## config.mk

```make
export PLATFORM = sky130hd
export DESIGN_NAME = refcounted_cluster_pool_top
export DESIGN_NICKNAME = d
export VERILOG_FILES = /design/src/sv/crp_pkg.sv /design/src/sv/refcounted_cluster_pool_top.sv /design/src/sv/crp_ram.sv /design/src/sv/crp_decide.sv
export SDC_FILE = /design/constraint.sdc
export NUM_CORES = 2
export LEC_CHECK = 0
export BUFFER_PORTS_ARGS = -buffer_cell sky130_fd_sc_hd__buf_2
export CAP_MARGIN = 25
export CORE_ASPECT_RATIO = 0.7
export CORE_UTILIZATION = 30
export DETAILED_ROUTE_END_ITERATION = 10
export PLACE_DENSITY = 0.53
export SYNTH_ARGS = -nofsm -noshare
export SYNTH_HDL_FRONTEND = slang
export SYNTH_HIERARCHICAL = 1
export SYNTH_SLANG_ARGS = --single-unit
```

## constraint.sdc

```tcl
create_clock -name clk -period 44.8 [get_ports clk]
set_input_delay 4.48 -clock clk [delete_from_list [all_inputs] [get_ports clk]]
set_output_delay 4.48 -clock clk [all_outputs]
set_load 0.02 [all_outputs]
```

## src/sv/crp_pkg.sv

```systemverilog
`timescale 1ns / 1ps
// ============================================================================
// crp_pkg - shared definitions for the reference-counted cluster pool
// Request and status codes, port widths and default pool dimensions.
// ============================================================================
package crp_pkg;

  // Default pool dimensions.
  localparam int DEF_CLUSTERS = 256;
  localparam int DEF_REF_BITS = 8;

  // Fixed widths of the request and result fields.
  localparam int IDX_IN_W = 8;
  localparam int STAT_W   = 3;
  localparam int OCC_W    = 9;
  localparam int CNT_OUT_W = 8;

  typedef enum logic [1:0] {
    ACT_ALLOC   = 2'd0,
    ACT_RELEASE = 2'd1,
    ACT_ADDREF  = 2'd2,
    ACT_UNKNOWN = 2'd3
  } action_t;

  typedef enum logic [STAT_W-1:0] {
    ST_ALLOCATED = 3'd0,
    ST_EXHAUSTED = 3'd1,
    ST_STILL_REF = 3'd2,
    ST_RETURNED  = 3'd3,
    ST_REF_ADDED = 3'd4,
    ST_ERROR     = 3'd5
  } status_t;

  // Updates that one request applies to the pool state.
  typedef struct packed {
    logic pop;        // take the top of the free stack
    logic push;       // return the cluster to the free stack
    logic alloc_dec;  // one fewer cluster in use
    logic cnt_we;     // write the count memory
    logic wr_got;     // count write goes to the popped cluster
  } upd_t;

endpackage

```

## src/sv/refcounted_cluster_pool_top.sv

```systemverilog
`timescale 1ns / 1ps
// ============================================================================
// refcounted_cluster_pool_top - reference-counted cluster pool
// LIFO free stack of buffer clusters with a per-cluster reference count.
// ============================================================================
// Each request has a read step and a write-back step: at the accepting edge
// the top of the free stack and the named cluster's count are read from their
// RAMs, and at the next edge the request is decided, the RAMs are written back
// and the result beat is loaded into the output register. The next request
// can be accepted in the cycle after that, as the stack and count memories
// have registered reads; a held result beat can delay it. Because a request
// is never accepted while the previous one is writing back, no read can
// overlap a write to the same entry and no forwarding is needed. There is
// no clearing pass after reset: a low-water mark records the smallest stack
// depth ever reached. Stack slots below that mark have never been rewritten
// and still hold their reset contents, so a pop from a fresh slot yields the
// slot's own position, and a cluster whose index lies below the mark has
// never been handed out and reads with a count of zero. The block accepts
// requests from the first cycle after reset. A result beat waiting in the
// output register blocks the next request only while the downstream side
// holds out_stall.
// ============================================================================
module refcounted_cluster_pool_top
  import crp_pkg::*;
#(
  parameter int CLUSTERS = DEF_CLUSTERS,
  parameter int REF_BITS = DEF_REF_BITS
) (
  input  logic                 clk,
  input  logic                 rst,
  input  logic                 in_valid,
  output logic                 in_stall,
  input  logic [1:0]           action,
  input  logic [IDX_IN_W-1:0]  cluster_index,
  output logic                 out_valid,
  input  logic                 out_stall,
  output logic [IDX_IN_W-1:0]  granted_index,
  output logic [STAT_W-1:0]    status,
  output logic [CNT_OUT_W-1:0] ref_count,
  output logic [OCC_W-1:0]     in_use,
  output logic [OCC_W-1:0]     free_count,
  output logic [OCC_W-1:0]     high_water
);

  localparam int IDX_W  = $clog2(CLUSTERS);
  localparam int CNT_W  = $clog2(CLUSTERS + 1);
  localparam int WIDE_W = (IDX_W > IDX_IN_W) ? IDX_W : IDX_IN_W;
  localparam logic [CNT_W-1:0] FULL_DEPTH = CNT_W'(CLUSTERS);

  // Request handshake and the request held for the write-back cycle.
  logic                in_acc;
  logic                busy;
  action_t             act_q;
  logic [IDX_IN_W-1:0] idx_q;
  logic [IDX_W-1:0]    idx_addr_q;
  logic                in_range_q;

  // Pool state kept in flip-flops.
  logic [CNT_W-1:0] depth;
  logic [CNT_W-1:0] depth_next;
  logic [CNT_W-1:0] alloc_count;
  logic [CNT_W-1:0] alloc_count_next;
  logic [CNT_W-1:0] peak_alloc;
  logic [CNT_W-1:0] peak_alloc_next;
  logic [CNT_W-1:0] low_mark;
  logic [CNT_W-1:0] low_mark_next;

  // Address forming on the accepting edge.
  logic [WIDE_W-1:0] idx_wide;
  logic [IDX_W-1:0]  idx_addr;
  logic              in_range;
  logic [CNT_W-1:0]  depth_m1;
  logic              empty;
  logic [IDX_W-1:0]  stk_raddr;
  logic [IDX_W-1:0]  cnt_raddr;

  // RAM ports.
  logic [IDX_W-1:0]    stk_rdata;
  logic                stk_we;
  logic [IDX_W-1:0]    stk_waddr;
  logic [REF_BITS-1:0] cnt_rdata;
  logic                cnt_we;
  logic [IDX_W-1:0]    cnt_waddr;

  // Write-back cycle.
  logic                fresh;
  logic [IDX_W-1:0]    got;
  logic [REF_BITS-1:0] cnt_res;
  upd_t                upd;
  status_t             dec_status;
  logic [REF_BITS-1:0] cnt_wdata;
  logic [REF_BITS-1:0] res_cnt;
  logic [31:0]         got32;
  logic [31:0]         res_cnt32;
  logic [31:0]         depth32;
  logic [31:0]         alloc32;
  logic [31:0]         peak32;
  logic [IDX_IN_W-1:0] grant_sel;

  assign in_stall = busy | (out_valid & out_stall);
  assign in_acc   = in_valid & ~in_stall;

  assign idx_wide = WIDE_W'(cluster_index);
  assign idx_addr = idx_wide[IDX_W-1:0];
  assign in_range = 32'(cluster_index) < CLUSTERS;
  assign depth_m1 = depth - CNT_W'(1);
  assign empty    = (depth == '0);

  // Keep both read addresses inside the RAM even when the value is unused.
  assign stk_raddr = empty ? '0 : depth_m1[IDX_W-1:0];
  assign cnt_raddr = in_range ? idx_addr : '0;

  crp_ram #(
    .WIDTH (IDX_W),
    .DEPTH (CLUSTERS)
  ) u_stack_ram (
    .clk   (clk),
    .we    (stk_we),
    .waddr (stk_waddr),
    .wdata (idx_addr_q),
    .raddr (stk_raddr),
    .rdata (stk_rdata)
  );

  crp_ram #(
    .WIDTH (REF_BITS),
    .DEPTH (CLUSTERS)
  ) u_count_ram (
    .clk   (clk),
    .we    (cnt_we),
    .waddr (cnt_waddr),
    .wdata (cnt_wdata),
    .raddr (cnt_raddr),
    .rdata (cnt_rdata)
  );

  // A slot at the low-water mark has never been written since reset and
  // still holds its own position; a cluster below the mark was never issued.
  assign fresh   = (depth == low_mark);
  assign got     = fresh ? depth_m1[IDX_W-1:0] : stk_rdata;
  assign cnt_res = (32'(idx_q) < 32'(low_mark)) ? '0 : cnt_rdata;

  crp_decide #(
    .REF_BITS (REF_BITS)
  ) u_decide (
    .act       (act_q),
    .in_range  (in_range_q),
    .empty     (empty),
    .full      (depth == FULL_DEPTH),
    .alloc_nz  (alloc_count != '0),
    .cnt       (cnt_res),
    .upd       (upd),
    .status    (dec_status),
    .cnt_wdata (cnt_wdata),
    .res_cnt   (res_cnt)
  );

  assign stk_we    = busy & upd.push;
  assign stk_waddr = depth[IDX_W-1:0];
  assign cnt_we    = busy & upd.cnt_we;
  assign cnt_waddr = upd.wr_got ? got : idx_addr_q;

  always_comb begin
    depth_next       = depth;
    alloc_count_next = alloc_count;
    low_mark_next    = low_mark;
    if (upd.pop) begin
      depth_next       = depth_m1;
      alloc_count_next = alloc_count + CNT_W'(1);
      if (fresh) begin
        low_mark_next = depth_m1;
      end
    end else begin
      if (upd.push) begin
        depth_next = depth + CNT_W'(1);
      end
      if (upd.alloc_dec) begin
        alloc_count_next = alloc_count - CNT_W'(1);
      end
    end
    peak_alloc_next = (alloc_count_next > peak_alloc) ? alloc_count_next : peak_alloc;
  end

  assign got32     = 32'(got);
  assign res_cnt32 = 32'(res_cnt);
  assign depth32   = 32'(depth_next);
  assign alloc32   = 32'(alloc_count_next);
  assign peak32    = 32'(peak_alloc_next);

  // Exhaustion reports index zero; a successful allocate reports the popped
  // cluster; every other request echoes the requested index.
  always_comb begin
    if (upd.pop) begin
      grant_sel = got32[IDX_IN_W-1:0];
    end else if (dec_status == ST_EXHAUSTED) begin
      grant_sel = '0;
    end else begin
      grant_sel = idx_q;
    end
  end

  always_ff @(posedge clk) begin
    if (rst) begin
      busy        <= 1'b0;
      out_valid   <= 1'b0;
      depth       <= FULL_DEPTH;
      low_mark    <= FULL_DEPTH;
      alloc_count <= '0;
      peak_alloc  <= '0;
    end else begin
      if (in_acc) begin
        busy <= 1'b1;
      end else if (busy) begin
        busy <= 1'b0;
      end
      if (busy) begin
        out_valid   <= 1'b1;
        depth       <= depth_next;
        low_mark    <= low_mark_next;
        alloc_count <= alloc_count_next;
        peak_alloc  <= peak_alloc_next;
      end else if (!out_stall) begin
        out_valid <= 1'b0;
      end
    end
  end

  // Request and result payload registers.
  always_ff @(posedge clk) begin
    if (in_acc) begin
      act_q      <= action_t'(action);
      idx_q      <= cluster_index;
      idx_addr_q <= idx_addr;
      in_range_q <= in_range;
    end
    if (busy) begin
      granted_index <= grant_sel;
      status        <= dec_status;
      ref_count     <= res_cnt32[CNT_OUT_W-1:0];
      in_use        <= alloc32[OCC_W-1:0];
      free_count    <= depth32[OCC_W-1:0];
      high_water    <= peak32[OCC_W-1:0];
    end
  end

  // Every cluster is either on the free stack or in use.
  a_conserve: assert property (@(posedge clk) disable iff (rst)
    32'(depth) + 32'(alloc_count) == CLUSTERS)
    else $error("free and in-use clusters do not add up to the pool size");

  // The high-water mark never falls below the current allocation.
  a_peak: assert property (@(posedge clk) disable iff (rst)
    peak_alloc >= alloc_count)
    else $error("high-water mark below current allocation");

  // The low-water mark never rises above the stack depth.
  a_low_mark: assert property (@(posedge clk) disable iff (rst)
    low_mark <= depth)
    else $error("low-water mark above stack depth");

  // Write-back ends at the next edge with a valid result and always finds the output free.
  a_one_wb: assert property (@(posedge clk) disable iff (rst)
    busy |=> !busy && out_valid)
    else $error("write-back did not complete in one cycle");

  a_out_free: assert property (@(posedge clk) disable iff (rst)
    busy |-> !(out_valid && out_stall))
    else $error("write-back while a result beat is held");

endmodule

```

## src/sv/crp_ram.sv

```systemverilog
`timescale 1ns / 1ps
// ============================================================================
// crp_ram - generic single-write, single-read synchronous RAM
// One write port and one read port; read data is registered.
// ============================================================================
module crp_ram #(
  parameter int WIDTH = 8,
  parameter int DEPTH = 256
) (
  input  logic                     clk,
  input  logic                     we,
  input  logic [$clog2(DEPTH)-1:0] waddr,
  input  logic [WIDTH-1:0]         wdata,
  input  logic [$clog2(DEPTH)-1:0] raddr,
  output logic [WIDTH-1:0]         rdata
);

  logic [WIDTH-1:0] mem [DEPTH];

  always_ff @(posedge clk) begin
    if (we) begin
      mem[waddr] <= wdata;
    end
    rdata <= mem[raddr];
  end

endmodule

```

## src/sv/crp_decide.sv

```systemverilog
`timescale 1ns / 1ps
// ============================================================================
// crp_decide - request decision logic
// Maps a request and the looked-up count to a status, a result count and
// the set of state updates.
// ============================================================================
module crp_decide
  import crp_pkg::*;
#(
  parameter int REF_BITS = DEF_REF_BITS
) (
  input  action_t             act,
  input  logic                in_range,
  input  logic                empty,
  input  logic                full,
  input  logic                alloc_nz,
  input  logic [REF_BITS-1:0] cnt,
  output upd_t                upd,
  output status_t             status,
  output logic [REF_BITS-1:0] cnt_wdata,
  output logic [REF_BITS-1:0] res_cnt
);

  localparam logic [REF_BITS-1:0] REF_MAX = {REF_BITS{1'b1}};

  logic [REF_BITS-1:0] cnt_dec;
  logic [REF_BITS-1:0] cnt_inc;

  assign cnt_dec = cnt - REF_BITS'(1);
  assign cnt_inc = cnt + REF_BITS'(1);

  always_comb begin
    upd       = '0;
    status    = ST_ERROR;
    cnt_wdata = '0;
    res_cnt   = '0;
    unique case (act)
      ACT_ALLOC: begin
        if (empty) begin
          status = ST_EXHAUSTED;
        end else begin
          upd.pop    = 1'b1;
          upd.cnt_we = 1'b1;
          upd.wr_got = 1'b1;
          cnt_wdata  = REF_BITS'(1);
          res_cnt    = REF_BITS'(1);
          status     = ST_ALLOCATED;
        end
      end
      ACT_RELEASE: begin
        if (in_range && cnt != '0) begin
          upd.cnt_we = 1'b1;
          cnt_wdata  = cnt_dec;
          if (cnt_dec != '0) begin
            status  = ST_STILL_REF;
            res_cnt = cnt_dec;
          end else begin
            // Last reference gone: the cluster goes back on the stack unless it is full.
            upd.push      = !full;
            upd.alloc_dec = alloc_nz;
            status        = ST_RETURNED;
          end
        end
      end
      ACT_ADDREF: begin
        if (in_range) begin
          if (cnt == '0 || cnt == REF_MAX) begin
            res_cnt = cnt;
          end else begin
            upd.cnt_we = 1'b1;
            cnt_wdata  = cnt_inc;
            res_cnt    = cnt_inc;
            status     = ST_REF_ADDED;
          end
        end
      end
      ACT_UNKNOWN: begin
        res_cnt = in_range ? cnt : '0;
      end
    endcase
  end

endmodule
```

Word level (Yosys, flattened, before mapping)
Memory sizes are Yosys's and may differ from the RTL's. A register that Yosys moved wholly into a read port is not among the register bits.
Cells that the tools add are included.
{"block": "op_classes", "n_lt_le_gt_ge": 2, "n_reduce_logical": 9, "bitwise_logic": 6, "eq_ne": 8, "addsub": 6, "muxes": 40}
{"op": "8-bit two-way mux", "count": 11}
{"op": "9-bit two-way mux", "count": 5}
{"op": "8-bit one-hot mux with 4 select lines", "count": 1}
{"op": "8-bit one-hot mux with 3 select lines", "count": 1}
{"op": "9-bit by 1-bit adder with 9-bit output (second input constant)", "count": 2}
{"op": "9-bit by 1-bit subtractor with 9-bit output (second input constant)", "count": 2}
{"op": "8-bit nonzero test", "count": 2}
{"op": "1-bit two-way mux", "count": 15}
{"op": "9-bit equality test", "count": 1}
{"op": "9-bit equality test (second input constant)", "count": 1}
{"op": "9-bit greater-than comparator", "count": 1}
{"op": "9-bit zero test", "count": 1}
{"op": "8-bit by 9-bit less-than comparator with 1-bit output", "count": 1}
{"op": "3-bit one-hot mux with 3 select lines", "count": 1}
{"op": "9-bit nonzero test", "count": 1}
{"op": "8-bit by 1-bit adder with 8-bit output (second input constant)", "count": 1}
{"op": "8-bit equality test (second input constant)", "count": 1}
{"op": "8-bit zero test", "count": 1}
{"op": "8-bit by 1-bit subtractor with 8-bit output (second input constant)", "count": 1}
{"op": "2-bit two-way mux", "count": 3}
{"op": "3-bit two-way mux", "count": 2}
{"op": "1-bit AND", "count": 4}
{"op": "2-bit equality test (second input constant)", "count": 2}
{"op": "3-bit by 1-bit equality test with 1-bit output (second input constant)", "count": 1}
{"op": "9 further kinds", "count": 9}
{"block": "word_totals", "input_bits": 14, "memories": 2, "ramBits": 4096, "regBits": 94}
{"name": "u_count_ram.mem", "depth": 256, "word_bits": 8, "rd": 1, "rd_clocked_by_memory_dff": 1, "wr": 1, "line_no": "crp_ram.sv:18", "rtl": "logic [WIDTH-1:0] mem [DEPTH];"}
{"name": "u_stack_ram.mem", "depth": 256, "word_bits": 8, "rd": 1, "rd_clocked_by_memory_dff": 1, "wr": 1, "line_no": "crp_ram.sv:18"}

Longest topological paths before layout
{"block": "depth", "ltp_word": 11, "mapped_depth": 23}

Cells and area by module
The synthesis kept the hierarchy.
{"mod": "crp_ram", "n_inst": 2, "area_per_inst_um2": 79556.3, "seq_area_each_um2": 61659.1, "cells_per_inst": 3733}
{"mod": "refcounted_cluster_pool_top", "n_inst": 1, "area_per_inst_um2": 4923.5, "seq_area_each_um2": 2442.3, "cells_per_inst": 472}
{"mod": "crp_decide", "n_inst": 1, "area_per_inst_um2": 862.1, "seq_area_each_um2": 0.0, "cells_per_inst": 137}

Worst setup path before layout
Ideal clock, no wire load.
{"block": "synth_path", "path_type": "reg-to-reg", "start": "reg, netlist name idx_addr_q[7]", "end": "mem u_count_ram.mem[0][4], data pin", "n_path_buf": 0, "required_time_ns": 42.534, "path_slack_ns": 27.028, "period_less_slack_ns": 17.772, "t_arrival_ns": 15.505, "path_stages_with_launch": 9, "cell_sequence": "edfxtp_1 > ha_1 > nor2_1 > nor2_1 > nand2_1 > nor2_1 > ha_1 > nand3_1 > o32ai_1"}
{"element": "end, declared", "line_no": "crp_ram.sv:18"}

==> results.py <==
metrics = {
    "power_and_ir_drop": {
        "comb_power_share_pct": 6.8,
        "pwr-share-clk_pct": 41.5,
        "power_switching_w": 0.00190,
        "pwr_density_cell_nw_per_um2": 44.7,
        "p_int_w": 0.00648,
        "p_seq_share_pct": 51.7,
        "swShare_pct": 22.7,
        "power.leakage_nw": 61.5,
        "max-vdd-ir-drop_uv": 33.6,
    },
    "grt": {
        "gr-usage-all-layers_pct": 15.9,
        "use_met3_pct": 3.07,
        "use_met2_pct": 23.0,
        "antenna_found_initial": 28,
        "grt_pass1_wl_um": 642000,
        "grt_max_degree": 221,
        "grt.overflow.total": 0,
        "grt_pass1_vias": 82900,
        "grt_busiest_layer": "met1",
        "grt_use_met1_pct": 24.8,
    },
    "timing": {
        "fin_tns_setup_ps": 0,
        "skew_ps": 39.1,
        "fin_crit_ps": 10310,
        "max_freq_ghz": 0.0970,
        "worst_pin_slew_ps": 1150,
        "rsz0062_at_grt": "false",
        "period_share_pct": 23.0,
        "final-setup-viol-count": 0,
        "hold_viol": 0,
        "slew_headroom_pct": 23.1,
        "timing.final.ws_setup_ps": 34490,
        "maxSlewViolCount": 0,
    },
    "worst_setup_path": {
        "crit_path_end": "u_count_ram/rdata[6]$_DFF_P_",
        "critPathArrivalTime_ps": 11160,
        "reg2reg_to": "high_water[1]$_DFFE_PP_",
        "crit_type": "input port to flip-flop",
        "startpoint": "cluster_index[0]",
        "slowest_stage": "buf_4",
        "ff2ff_path_depth": 20,
        "rrSetupSlack_ps": 36980,
        "cp-end-kind": "flip-flop",
        "crit_cells": 12,
        "start_kind": "input port",
        "cpMostUsedCell": "buf_4",
        "cp.required_ps": 45650,
        "path_max_fanout": 77,
        "max_stage_delay_ps": 770,
        "cp_num_buf_inv": 7,
        "r2r-start": "idx_addr_q[7]$_DFFE_PP_",
        "crit_family": "buffers and inverters",
        "path_cells": "buf_8, buf_4, buf_4, buf_4, buf_4, buf_4, buf_4, mux4_2, a22oi_1, a21oi_1, nor4_1, nor4_2",
    },
    "synthesis": {
        "ys_warn_count": 6,
        "synth_enable_flop_cells": 4152,
        "ys_ff_latch": 4206,
        "synthCells": 8075,
        "avgSynthCellArea_um2": 20.4,
        "async_flop_share_pct": 0,
        "synth_top_area_share_pct": 75.6,
        "synth_cell_type_count": 91,
        "synthMuxAreaShare_pct": 14.4,
        "synth-simple-area-share_pct": 3.22,
        "synth_top_family_by_area": "multiplexers",
        "synthTopCellsByArea": "edfxtp_1 76%, mux4_2 12%, mux2i_1 1.7%",
        "seq_area_frac_synth_pct": 76.3,
        "syn_area_um2": 165000,
        "synth_compound_area_share_pct": 3.75,
        "synthAdderAreaFrac_pct": 0.205,
        "ys.flop_type": "edfxtp_1",
        "yosysTopAreaCell": "edfxtp_1",
        "synthXorXnorAreaFrac_pct": 0.218,
    },
    "floorplan": {
        "die_w_um": 888,
        "rows": 227,
        "start_util_pct": 30.2,
        "io_pins": 62,
        "die_area_um2": 553000,
        "die_h_um": 622,
        "coreArea_um2": 547000,
    },
    "place": {
        "gp_congestion": 0.860,
        "io_buffers": 61,
        "hpwl_um": 284000,
        "place_ws_ps": 33320,
    },
    "cts": {
        "htree_levels": 5,
        "numCtsBuffers": 422,
        "cts_resized": 0,
        "clock-sinks": 4206,
        "ctsHoldBuffers": 0,
        "cts_tree": "yes",
        "postCtsSetupBuffers": 0,
        "insertion_delay_ps": 990,
        "clk_pin_slew_ps": 60,
        "cts.path.max_buffers": 4,
        "cts-root-buf": "clkbuf_16",
    },
    "detailed_routing": {
        "drtPass1Iterations": 8,
        "route.detailed.drc": 0,
        "drtAntennaViolNets": 0,
        "wl_per_cell_um": 28.4,
        "wirelength_um": 455000,
        "detail_route.vias_per_cell": 5.24,
        "vias": 83900,
        "drt-initial-drc-count": 10100,
    },
    "cells_and_area": {
        "final_nets": 8365,
        "area_growth_pct": 13.8,
        "drive_gt1_share_pct": 22.1,
    },
    "worst_hold_path": {
        "hold_path.class": "flip-flop to flip-flop",
        "whs_path_depth": 2,
    },
    "outcome": {
        "run_status": "finished, final reports clean",
    },
    "flow_run": {
        "cap_violations": 0,
    },
}
==> metal layers <==
metal | part of all wire, % | vias up
met4 | 2.3 | 0
met3 | 9.1 | 565
met5 | 0 | -
met1 | 45 | 45400
li1 | - | 34100
met2 | 43 | 3765
==> area by class of cell <==
cell class              instances  area, µm²
clock buffers                 529      11300
multi-input cells            3328      36200
well taps                    7328       9170
repair buffers                321       2730
clock inverters               236       2200
fillers                     50800     359000
inverters                      45        169
flip-flops and latches       4206     126000
diodes                         18       45.0
==> flip-flops by register name, indices dropped and copies added, names as in the netlist, 9 cells and up <==
name,count
u_count_ram/mem,2048
u_stack_ram/mem,2048
alloc_count,9
depth,9
free_count,9
high_water,9
in_use,9
low_mark,9
peak_alloc,9
==> cell usage after synthesis, types with 18 or more instances <==
master / n
nand2_1: 121
o211ai_1: 21
clkbuf_1: 240
nor3_1: 52
buf_6: 43
buf_2: 76
buf_1: 46
and2_1: 18
edfxtp_1: 4152
nand3_1: 84
nand2b_1: 19
mux2i_1: 288
nor2_1: 632
nor4_1: 54
a22o_1: 25
ha_1: 27
mux2_2: 23
o21ai_0: 39
a22oi_1: 269
a211oi_1: 40
inv_1: 42
o22ai_1: 59
buf_4: 55
nand4_1: 30
mux4_2: 908
dfxtp_1: 54
xnor2_1: 24
nor2b_1: 65
buf_8: 26
a221oi_1: 27
a21oi_1: 212
o221ai_1: 94
==> tightest hold or removal path, delay by kind of cell, from the launching register on <==
family | cells | cell delay [ps]
and+or+nand+nor | 1 | 60
muxes | 1 | 50
DFF | 1 | 320
==> stage by stage <==
step	area [µm²]	std cells	hold WS (ps)	utilization, %	total power [W]
floorplan	165000	8082	444	-	0.00475
global placement	173000	15200	459	31.7	0.00497
detailed placement	174000	15200	466	31.8	0.00498
CTS	187000	16000	480	34.2	0.00844
global route	188000	16000	499	34.3	0.00861
finish	188000	16000	475	34.3	0.00838
==> power groups by stage <==
stage | Sequential [W] | Clock, W | Combinational [W]
CTS | 0.00433 | 0.00355 | 0.000564
floorplan | 0.00444 | 0 | 0.000316
global placement | 0.00441 | 0 | 0.000555
detailed placement | 0.00441 | 0 | 0.000563
finish | 0.00433 | 0.00348 | 0.000572
global route | 0.00433 | 0.00369 | 0.000595
==> worst min-delay path by stage <==
stage	startpoint	endpoint	slack, ps
after floorplan	peak_alloc[1]$_SDFFE_PP0P_	peak_alloc[1]$_SDFFE_PP0P_	440
after global placement	peak_alloc[1]$_SDFFE_PP0P_	peak_alloc[1]$_SDFFE_PP0P_	460
after detailed placement	peak_alloc[2]$_SDFFE_PP0P_	peak_alloc[2]$_SDFFE_PP0P_	470
after CTS	peak_alloc[2]$_SDFFE_PP0P_	peak_alloc[2]$_SDFFE_PP0P_	480
after global routing	peak_alloc[2]$_SDFFE_PP0P_	peak_alloc[2]$_SDFFE_PP0P_	500
final	peak_alloc[5]$_SDFFE_PP0P_	peak_alloc[5]$_SDFFE_PP0P_	480
==> cells in the final DEF, fill, tap and decap left out, drive strengths merged, types with 53 or more instances in the layout <==
master	instances
nor2	632
mux2i	288
mux4	912
buf	314
o221ai	96
edfxtp	4152
dfxtp	54
o22ai	59
a21oi	212
nor3	53
a22oi	269
inv	61
clkinv	165
nor2b	65
clkbuf	533
nand2	122
nor4	63
nand3	84
==> cells by family (layout without fill, tap and decap cells) <==
kind of cell | count (synthesis) | after routing
xor gates and xnor gates | 41 | 41
adders and majority gates | 27 | 27
other | 1 | 26
muxes | 1224 | 1224
buffers and inverters | 548 | 1131
AOI/OAI and AO/OA | 879 | 879
and+or+nand+nor | 1149 | 1149
DFF | 4206 | 4206
Note: power is estimated with default switching activity, not from simulation.
